### src/rtl/core/deq_pkg.sv
// Package for the double-ended queue: sizes, operation and status codes,
// and the request, result and control struct types. No dependencies.
`default_nettype none
package deq_pkg;

  localparam int DEPTH      = 16;
  localparam int DATA_WIDTH = 32;
  localparam int IDX_W      = $clog2(DEPTH);
  localparam int CNT_W      = 5;
  localparam int KIND_W     = 3;
  localparam int STATUS_W   = 2;

  localparam logic [KIND_W-1:0] KIND_PUSH_HEAD = 3'd0;
  localparam logic [KIND_W-1:0] KIND_PUSH_TAIL = 3'd1;
  localparam logic [KIND_W-1:0] KIND_POP_HEAD  = 3'd2;
  localparam logic [KIND_W-1:0] KIND_POP_TAIL  = 3'd3;
  localparam logic [KIND_W-1:0] KIND_CLEAR     = 3'd4;

  localparam logic [STATUS_W-1:0] STATUS_DONE  = 2'd0;
  localparam logic [STATUS_W-1:0] STATUS_FULL  = 2'd1;
  localparam logic [STATUS_W-1:0] STATUS_EMPTY = 2'd2;

  typedef struct packed {
    logic [KIND_W-1:0]     kind;
    logic [DATA_WIDTH-1:0] data_in;
  } deq_in_t;

  typedef struct packed {
    logic [STATUS_W-1:0]   status;
    logic [DATA_WIDTH-1:0] data_out;
    logic [CNT_W-1:0]      count;
  } deq_out_t;

  typedef struct packed {
    logic accept;
    logic load_now;
    logic load_rd;
  } deq_cmd_t;

  typedef struct packed {
    logic pop_ok;
  } deq_stat_t;

endpackage
`default_nettype wire

### src/rtl/core/deq_ram.sv
// Generic single-write, single-read RAM with a registered read port.
// Stand-alone; no package dependencies.
`default_nettype none
module deq_ram #(
  parameter int WIDTH = 32,
  parameter int DEPTH = 16
) (
  input  wire logic                     clk,
  input  wire logic                     wr_en,
  input  wire logic [$clog2(DEPTH)-1:0] wr_addr,
  input  wire logic [WIDTH-1:0]         wr_data,
  input  wire logic                     rd_en,
  input  wire logic [$clog2(DEPTH)-1:0] rd_addr,
  output logic      [WIDTH-1:0]         rd_data
);

  logic [WIDTH-1:0] mem [DEPTH];

  always_ff @(posedge clk) begin
    if (wr_en) begin
      mem[wr_addr] <= wr_data;
    end
    if (rd_en) begin
      rd_data <= mem[rd_addr];
    end
  end

endmodule
`default_nettype wire

### src/rtl/core/deq_ctrl.sv
// Controller for the double-ended queue: request handshake, the wait state
// for a memory read on a successful pop, and the result valid flag. Uses deq_pkg.
`default_nettype none
module deq_ctrl (
  input  wire logic              clk,
  input  wire logic              rst_n,
  input  wire logic              in_valid,
  output logic                   in_stall,
  output logic                   out_valid,
  input  wire logic              out_stall,
  input  wire deq_pkg::deq_stat_t stat,
  output deq_pkg::deq_cmd_t      cmd
);
  import deq_pkg::*;

  localparam logic [0:0] ST_IDLE = 1'b0;
  localparam logic [0:0] ST_READ = 1'b1;

  logic [0:0] state_r;
  logic [0:0] state_nxt;
  logic       out_valid_r;
  logic       out_valid_nxt;
  logic       out_free;

  assign out_free      = !out_valid_r || !out_stall;
  assign in_stall      = (state_r != ST_IDLE) || !out_free;
  assign cmd.accept    = in_valid && !in_stall;
  assign cmd.load_now  = cmd.accept && !stat.pop_ok;
  assign cmd.load_rd   = (state_r == ST_READ);
  assign out_valid     = out_valid_r;

  always_comb begin
    state_nxt = state_r;
    unique case (state_r)
      ST_IDLE: begin
        if (cmd.accept && stat.pop_ok) begin
          state_nxt = ST_READ;
        end
      end
      ST_READ: begin
        state_nxt = ST_IDLE;
      end
      default: begin
        state_nxt = ST_IDLE;
      end
    endcase
  end

  always_comb begin
    priority if (cmd.load_now || cmd.load_rd) begin
      out_valid_nxt = 1'b1;
    end else if (!out_stall) begin
      out_valid_nxt = 1'b0;
    end else begin
      out_valid_nxt = out_valid_r;
    end
  end

  always_ff @(posedge clk) begin
    if (!rst_n) begin
      state_r     <= ST_IDLE;
      out_valid_r <= 1'b0;
    end else begin
      state_r     <= state_nxt;
      out_valid_r <= out_valid_nxt;
    end
  end

endmodule
`default_nettype wire

### src/rtl/core/deq_dp.sv
// Datapath for the double-ended queue: head and tail indices, entry count,
// the ring memory and the result register. Uses deq_pkg and deq_ram.
`default_nettype none
module deq_dp (
  input  wire logic               clk,
  input  wire logic               rst_n,
  input  wire deq_pkg::deq_in_t   in_data,
  input  wire deq_pkg::deq_cmd_t  cmd,
  output deq_pkg::deq_stat_t      stat,
  output deq_pkg::deq_out_t       out_data
);
  import deq_pkg::*;

  localparam logic [IDX_W-1:0] IDX_LAST = IDX_W'(DEPTH - 1);
  localparam logic [CNT_W-1:0] CNT_FULL = CNT_W'(DEPTH);

  logic [IDX_W-1:0]      front_r, front_nxt;
  logic [IDX_W-1:0]      back_r, back_nxt;
  logic [CNT_W-1:0]      count_r, count_nxt;
  logic [IDX_W-1:0]      front_inc, front_dec, back_inc, back_dec;
  logic                  is_full, is_empty;
  logic                  push_ok, pop_ok;
  logic [STATUS_W-1:0]   status_now;
  logic [IDX_W-1:0]      wr_addr, rd_addr;
  logic [DATA_WIDTH-1:0] rd_data;
  deq_out_t              out_r;
  deq_out_t              out_nxt;

  assign front_inc = (front_r == IDX_LAST) ? '0 : front_r + 1'b1;
  assign front_dec = (front_r == '0) ? IDX_LAST : front_r - 1'b1;
  assign back_inc  = (back_r == IDX_LAST) ? '0 : back_r + 1'b1;
  assign back_dec  = (back_r == '0) ? IDX_LAST : back_r - 1'b1;
  assign is_full   = (count_r >= CNT_FULL);
  assign is_empty  = (count_r == '0);

  always_comb begin
    front_nxt  = front_r;
    back_nxt   = back_r;
    count_nxt  = count_r;
    push_ok    = 1'b0;
    pop_ok     = 1'b0;
    status_now = STATUS_DONE;
    wr_addr    = back_r;
    rd_addr    = front_r;
    unique case (in_data.kind)
      KIND_PUSH_HEAD: begin
        if (is_full) begin
          status_now = STATUS_FULL;
        end else begin
          push_ok   = 1'b1;
          wr_addr   = front_dec;
          front_nxt = front_dec;
          count_nxt = count_r + 1'b1;
        end
      end
      KIND_PUSH_TAIL: begin
        if (is_full) begin
          status_now = STATUS_FULL;
        end else begin
          push_ok   = 1'b1;
          wr_addr   = back_r;
          back_nxt  = back_inc;
          count_nxt = count_r + 1'b1;
        end
      end
      KIND_POP_HEAD: begin
        if (is_empty) begin
          status_now = STATUS_EMPTY;
        end else begin
          pop_ok    = 1'b1;
          rd_addr   = front_r;
          front_nxt = front_inc;
          count_nxt = count_r - 1'b1;
        end
      end
      KIND_POP_TAIL: begin
        if (is_empty) begin
          status_now = STATUS_EMPTY;
        end else begin
          pop_ok    = 1'b1;
          rd_addr   = back_dec;
          back_nxt  = back_dec;
          count_nxt = count_r - 1'b1;
        end
      end
      KIND_CLEAR: begin
        front_nxt = '0;
        back_nxt  = '0;
        count_nxt = '0;
      end
      default: begin
      end
    endcase
  end

  assign stat.pop_ok = pop_ok;

  deq_ram #(
    .WIDTH (DATA_WIDTH),
    .DEPTH (DEPTH)
  ) u_ram (
    .clk     (clk),
    .wr_en   (cmd.accept && push_ok),
    .wr_addr (wr_addr),
    .wr_data (in_data.data_in),
    .rd_en   (cmd.accept && pop_ok),
    .rd_addr (rd_addr),
    .rd_data (rd_data)
  );

  always_comb begin
    out_nxt = out_r;
    priority if (cmd.load_rd) begin
      out_nxt.status   = STATUS_DONE;
      out_nxt.data_out = rd_data;
      out_nxt.count    = count_r;
    end else if (cmd.load_now) begin
      out_nxt.status   = status_now;
      out_nxt.data_out = '0;
      out_nxt.count    = count_nxt;
    end
  end

  always_ff @(posedge clk) begin
    if (!rst_n) begin
      front_r <= '0;
      back_r  <= '0;
      count_r <= '0;
    end else if (cmd.accept) begin
      front_r <= front_nxt;
      back_r  <= back_nxt;
      count_r <= count_nxt;
    end
  end

  always_ff @(posedge clk) begin
    out_r <= out_nxt;
  end

  assign out_data = out_r;

endmodule
`default_nettype wire

### src/rtl/core/double_ended_queue_top.sv
// Double-ended queue top level: a 16-entry ring with push and pop at both ends.
// A push, clear or refused pop loads its result register as it is accepted; a
// successful pop first reads the ring memory, then loads the result from it.
// Throughput: one request per cycle, held off by result stalls and pop reads.
// Reset: synchronous active-low rst_n empties the queue; memory contents are kept.
// Depends on deq_pkg, deq_ctrl, deq_dp and deq_ram.
`default_nettype none
module double_ended_queue_top (
  input  wire logic             clk,
  input  wire logic             rst_n,
  input  wire logic             in_valid,
  output logic                  in_stall,
  input  wire deq_pkg::deq_in_t in_data,
  output logic                  out_valid,
  input  wire logic             out_stall,
  output deq_pkg::deq_out_t     out_data
);
  import deq_pkg::*;

  deq_cmd_t  cmd;
  deq_stat_t stat;

  deq_ctrl u_ctrl (
    .clk       (clk),
    .rst_n     (rst_n),
    .in_valid  (in_valid),
    .in_stall  (in_stall),
    .out_valid (out_valid),
    .out_stall (out_stall),
    .stat      (stat),
    .cmd       (cmd)
  );

  deq_dp u_dp (
    .clk      (clk),
    .rst_n    (rst_n),
    .in_data  (in_data),
    .cmd      (cmd),
    .stat     (stat),
    .out_data (out_data)
  );

endmodule
`default_nettype wire

### config.mk
export PLATFORM = sky130hd
export DESIGN_NAME = double_ended_queue_top
export DESIGN_NICKNAME = d
export VERILOG_FILES = /design/src/rtl/core/deq_pkg.sv /design/src/rtl/core/deq_ram.sv /design/src/rtl/core/deq_ctrl.sv /design/src/rtl/core/deq_dp.sv /design/src/rtl/core/double_ended_queue_top.sv
export SDC_FILE = /design/constraint.sdc
export NUM_CORES = 1
export LEC_CHECK = 0
export ABC_AREA = 0
export ABC_CLOCK_PERIOD_IN_PS = 8300
export BUFFER_PORTS_ARGS = -buffer_cell sky130_fd_sc_hd__buf_2
export CAP_MARGIN = 20
export CORE_MARGIN = 2
export CORE_UTILIZATION = 40
export CTS_CLUSTER_SIZE = 16
export DETAILED_ROUTE_END_ITERATION = 6
export PLACE_DENSITY = 0.65
export SLEW_MARGIN = 20
export SYNTH_ARGS = -nofsm -noshare
export SYNTH_HDL_FRONTEND = slang
export SYNTH_SLANG_ARGS = --single-unit
### constraint.sdc
create_clock -name clk -period 8.3 [get_ports clk]
set_input_delay 2.49 -clock clk [delete_from_list [all_inputs] [get_ports clk]]
set_output_delay 2.49 -clock clk [all_outputs]
set_load 0.01 [all_outputs]
# Word level (Yosys, flattened, before mapping)
# Memory sizes are Yosys's and may differ from the RTL's. A register that Yosys moved wholly into a read port is not among the register bits.
# Index checks and enable logic that the tools add are counted.
# W data, S select, Z words.
# totals
reg_bits	54
ramBits	512
out_inout_bits	41
word_cells	83
n_memories	1
# memory_table
memory	depth	width	read_ports	rd_ports_with_merged_regs	wr	line_no	rtl
u_dp.u_ram.mem	16	32	1	1	1	deq_ram.sv:17	logic [WIDTH-1:0] mem [DEPTH];
# classes
n_addsub	6
n_lt_le_gt_ge	1
n_eq_ne	11
mux	32
bitwise	1
reduce_logical	23
# ops
operator	n
$mux W37	2
$mux W4	12
$pmux W4 S3	2
$pmux W5 S3	1
$mux W1	10
$mux W5	2
$add A4 B1 Y4 const B	2
$eq A4 B4 Y1 const B	2
$logic_not A4 Y1	2
$ne A2 B2 Y1 const B	4
$reduce_and A4 Y1	2
$sub A4 B1 Y4 const B	2
$eq A3 B2 Y1 const B	2
$reduce_bool A3 Y1	2
$add A5 B1 Y5 const B	1
$ge A5 B5 Y1 const B	1
$logic_not A1 Y1	5
$logic_not A5 Y1	1
$sub A5 B1 Y5 const B	1
$logic_and A1 B1 Y1	4
$pmux W2 S2	1
$reduce_or A2 Y1	2
$eq A3 B1 Y1 const B	1
$eq A3 B3 Y1 const B	1
other kinds (7)	9

# Logic depth before layout (Yosys ltp)
# depth
depth_word	9
ltp_mapped	11
mapped_depth_nobuf	8

# Hierarchy
# Synthesis repeated with hierarchy kept, for this count alone.
# hier_totals
hier_cells	1123
area_unflattened_um2	23154.7
# by_module_without_submodules
module	n_inst	cells_each	area_per_inst_um2
deq_ram	1	838	20155.6
deq_dp	1	274	2904.0
deq_ctrl	1	11	95.1

# Worst setup path before layout
# OpenSTA, ideal clock, no wires.
# synth_timing
kind	input -> register
start	input in_data[33] (netlist bit)
end	memory u_dp.u_ram.mem[7][0] (enable)
setup_ps	421
arrival_ps	5180
setup_slack_ps	2699
path_stages	6
path_cell_list	buf_2 -> nor4_2 -> o21ai_0 -> nor3b_1 -> nand2_1 -> nor2_1
# synth_via
elab_chain_cells	6
word_cells_on_any_way	8
classes_between	eq/ne (1); mux (4); reduce/logical (3)
# synth_rtl
item	line_no	rtl
start: declaration	double_ended_queue_top.sv:13	input wire deq_pkg::deq_in_t in_data,
$eq A3 B1 Y1 or $logic_not A3 Y1 (tied branches)	deq_dp.sv:45	unique case (in_data.kind)
$reduce_or A2 Y1 (no source line)	--	
$mux W1	--	
$logic_and A1 B1 Y1	deq_dp.sv:103	.wr_en (cmd.accept && push_ok),
$mux W1	deq_ram.sv:20	if (wr_en) begin
$mux W1 (implied by the code)	deq_ram.sv:21	mem[wr_addr] <= wr_data;
end: declaration	deq_ram.sv:17	
# Several ways; a longest one is shown, not always the timed one.

# Final worst setup path
# layout_timing
start	input out_stall
end	output in_stall
# layout_via
elab_chain_cells	4
# layout_rtl
item	line_no	rtl
start: declaration	double_ended_queue_top.sv:15	input wire logic out_stall,
$logic_not A1 Y1	deq_ctrl.sv:25	assign out_free = !out_valid_r || !out_stall;
$logic_or A1 B1 Y1	deq_ctrl.sv:25	
$logic_not A1 Y1	deq_ctrl.sv:26	assign in_stall = (state_r != ST_IDLE) || !out_free;
$logic_or A1 B1 Y1	deq_ctrl.sv:26	
end: declaration	double_ended_queue_top.sv:12	output logic in_stall,
# No other way between the ends.

==> results_dict.tcl <==
set metrics [dict create \
    path_class "input pin to output port" \
    fin_setup_tns_ps 0 \
    root_buffer "clkbuf_16" \
    hold_class "register to register" \
    cts_max_level 2 \
    hold_slack_ps 492 \
    slew_headroom_pct 25.9 \
    synth_edf_count 581 \
    hpwl_mm 36.6 \
    grt_pass1_vias 16000 \
    synth-main-ff-cell "edfxtp_1" \
    leakage_uw 0.00849 \
    grt_max_degree 170 \
    n_fill_cell 5305 \
    finalCritPeriodShare_pct 66.3 \
    port_buffers 79 \
    ir_worst_vdd_v 0.000165 \
    viasPerCell 6.11 \
    overflow 0 \
    fin_worst_skew_ps 26.0 \
    grt_pass1_wl_mm 101 \
    p_switching_uw 1550 \
    start_util_pct 40.3 \
    firstDrtPassIters 6 \
    sequentialPowerShare_pct 50.8 \
    dieHeight_um 253 \
    synthesis.area_um2 24700 \
    area_delta_synth_final_pct 12.9 \
    final_common_cell "edfxtp_1" \
    p_int_uw 5100 \
    worstPathRequired_ps 5810 \
    routedWlPerCell_um 24.9 \
    setup_ws_ps 2800 \
    tightest_slew_ps 1110 \
    power_frac_comb_pct 8.5 \
    whs_path_depth 2 \
    yosys_warnings 0 \
    slew_viol_final 0 \
    num_rows 91 \
    cp-start-kind "input pin" \
    cts_tree "yes" \
    synth_area_leaders "edfxtp_1 71%, nand3_1 7.9%, o21ai_0 3.8%, nand4_1 1.6%, clkbuf_1 1.6%" \
    die-area_um2 63800 \
    antenna_found_initial 3 \
    power.share.clock_pct 40.6 \
    postCtsSetupRepairBufs 0 \
    clk_latency_ps 630 \
    wl_mm 66.9 \
    clk_pin_slew_ps 60 \
    nets 1897 \
    synth_seq_area_share_pct 72.0 \
    ys_seq_elements 598 \
    yosysTopAreaCell "edfxtp_1" \
    cts_hold_buf 0 \
    cp.arrival_ps 3010 \
    dr_total_vias 16400 \
    ys_async_sr_fraction_pct 0 \
    cts_buffers 57 \
    drtIter0Drc 1997 \
    gp_congestion 0.795 \
    dp_slack_ps 2580 \
    clock.fmax_ghz 0.182 \
    finalNonFillerCells 2689 \
    hold_viol_final 0 \
    swShare_pct 23.3 \
    period_needed_ps 5500 \
    cts_sinks 598 \
    grt_use_total_pct 20.7 \
    post-place-cells 2581 \
    drive_above_1_share_pct 13.1 \
    ant_nets 0 \
    final_cell_mix "581 x edfxtp_1, 390 x nand3_1, 189 x o21ai_0, 79 x buf_2, 65 x nand4_1" \
    rsz0062_at_grt "no" \
    synth_nets 1883 \
    drc 0 \
    ff2ff_path_depth 11 \
    setup_viol 0 \
    end_kind "output port" \
    core_area_um2 61400 \
    outcome "completed" \
    utilization_pct 45.5 \
    ctsResizeCount 0 \
    avgSynthCellArea_um2 13.5 \
    io_pins 80 \
    die_w_um 253 \
    maxCapViolations 0 \
    clock_path_buffers 3 \
    yosysUniqueCellTypes 63 \
    worstPathMaxFanout 3 \
    power-per-cell-area_nw_per_um2 238 \
    synth_cells 1837 \
    synth_top_area_share_pct 70.6 \
]
synthesized netlist by cell type, drive strengths merged, types with 3 or more instances:
library cell,number
edfxtp,581
nand3,390
o21ai,211
clkbuf,107
nand4,66
buf,62
nand2,58
a211oi,39
nor2,39
and2,36
a31oi,34
a32oi,32
o211ai,32
o221ai,32
dfxtp,17
a21oi,16
inv,13
ha,7
nor3,6
o32ai,5
a21o,4
o22ai,4
o31ai,4
mux2,3
nand2b,3
xor2,3
registers in the layout, summed over array words and instances (netlist names):
signal and cells:
u_dp.back_r 4, u_dp.front_r 4, u_dp.u_ram.rd_data 32, u_ctrl.out_valid 1, u_ctrl.state_r 1, u_dp.count_r 5
u_dp.u_ram.mem 512, u_dp.out_data 39
worst max-delay path, stage by stage:
cell and delay [ps]:
buf_2 100, a21oi_1 190, inv_1 90, buf_2 140
kinds of logic (layout without fill, tap and decap cells):
logic type / Yosys count / in the layout / share of synthesized area [%]
AO/OA/AOI/OAI: 429 / 429 / 11.1
other: 0 / 1 / 0
AND/OR/NAND/NOR: 612 / 612 / 12.8
buffers and inverters: 182 / 243 / 3.40
flip-flops: 598 / 598 / 72.0
XOR/XNOR: 5 / 5 / 0.177
adder cells (fa/ha/maj): 7 / 7 / 0.354
multiplexers: 4 / 4 / 0.177
final cells by class:
class	instances	area [um^2]	share of cell area, %
antenna	1	2.50	0.00897
clock buffer	66	1460	5.23
clock inverter	40	472	1.69
inverter	13	48.8	0.175
multi-input combinational	1057	6310	22.6
sequential	598	17800	63.7
tap	790	988	3.54
timing repair buffer	124	831	2.98
through the flow:
stage          power (uW)  instance area, um^2
5_1_grt              6840                27900
4_1_cts              6680                27900
2_1_floorplan        3790                24700
3_5_place_dp         4010                25900
6_report             6650                27900
3_3_place_gp         3990                25900
worst paths after layout:
check / start / end / slack (ps)
worst max-delay path: out_stall / in_stall / 2800
worst min-delay path: u_dp.out_data[37] / u_dp.out_data[37] / 490
worst min register to register: u_dp.out_data[37] / u_dp.out_data[37] / 490
worst max register to register: u_dp.count_r[0] / u_dp.u_ram.rd_data[4] / 4310
routing by layer:
layer | track usage [%] | vias to the layer above | part of all wire [%]
met2 | 34.0 | 831 | 48
met3 | 3.71 | 134 | 8.8
li1 | - | 7295 | -
met4 | 6.41 | 2 | 2.6
met1 | 28.1 | 8158 | 40
met5 | 0 | - | 0.019
power groups by stage:
stage | combinational, uW | sequential (uW) | clock, uW
finish | 567 | 3380 | 2700
global route | 617 | 3380 | 2840
CTS | 563 | 3380 | 2730
detailed placement | 561 | 3440 | 0
global placement | 551 | 3440 | 0
floorplan | 344 | 3450 | 0
No activity file was read; power rests on OpenSTA's default activity.
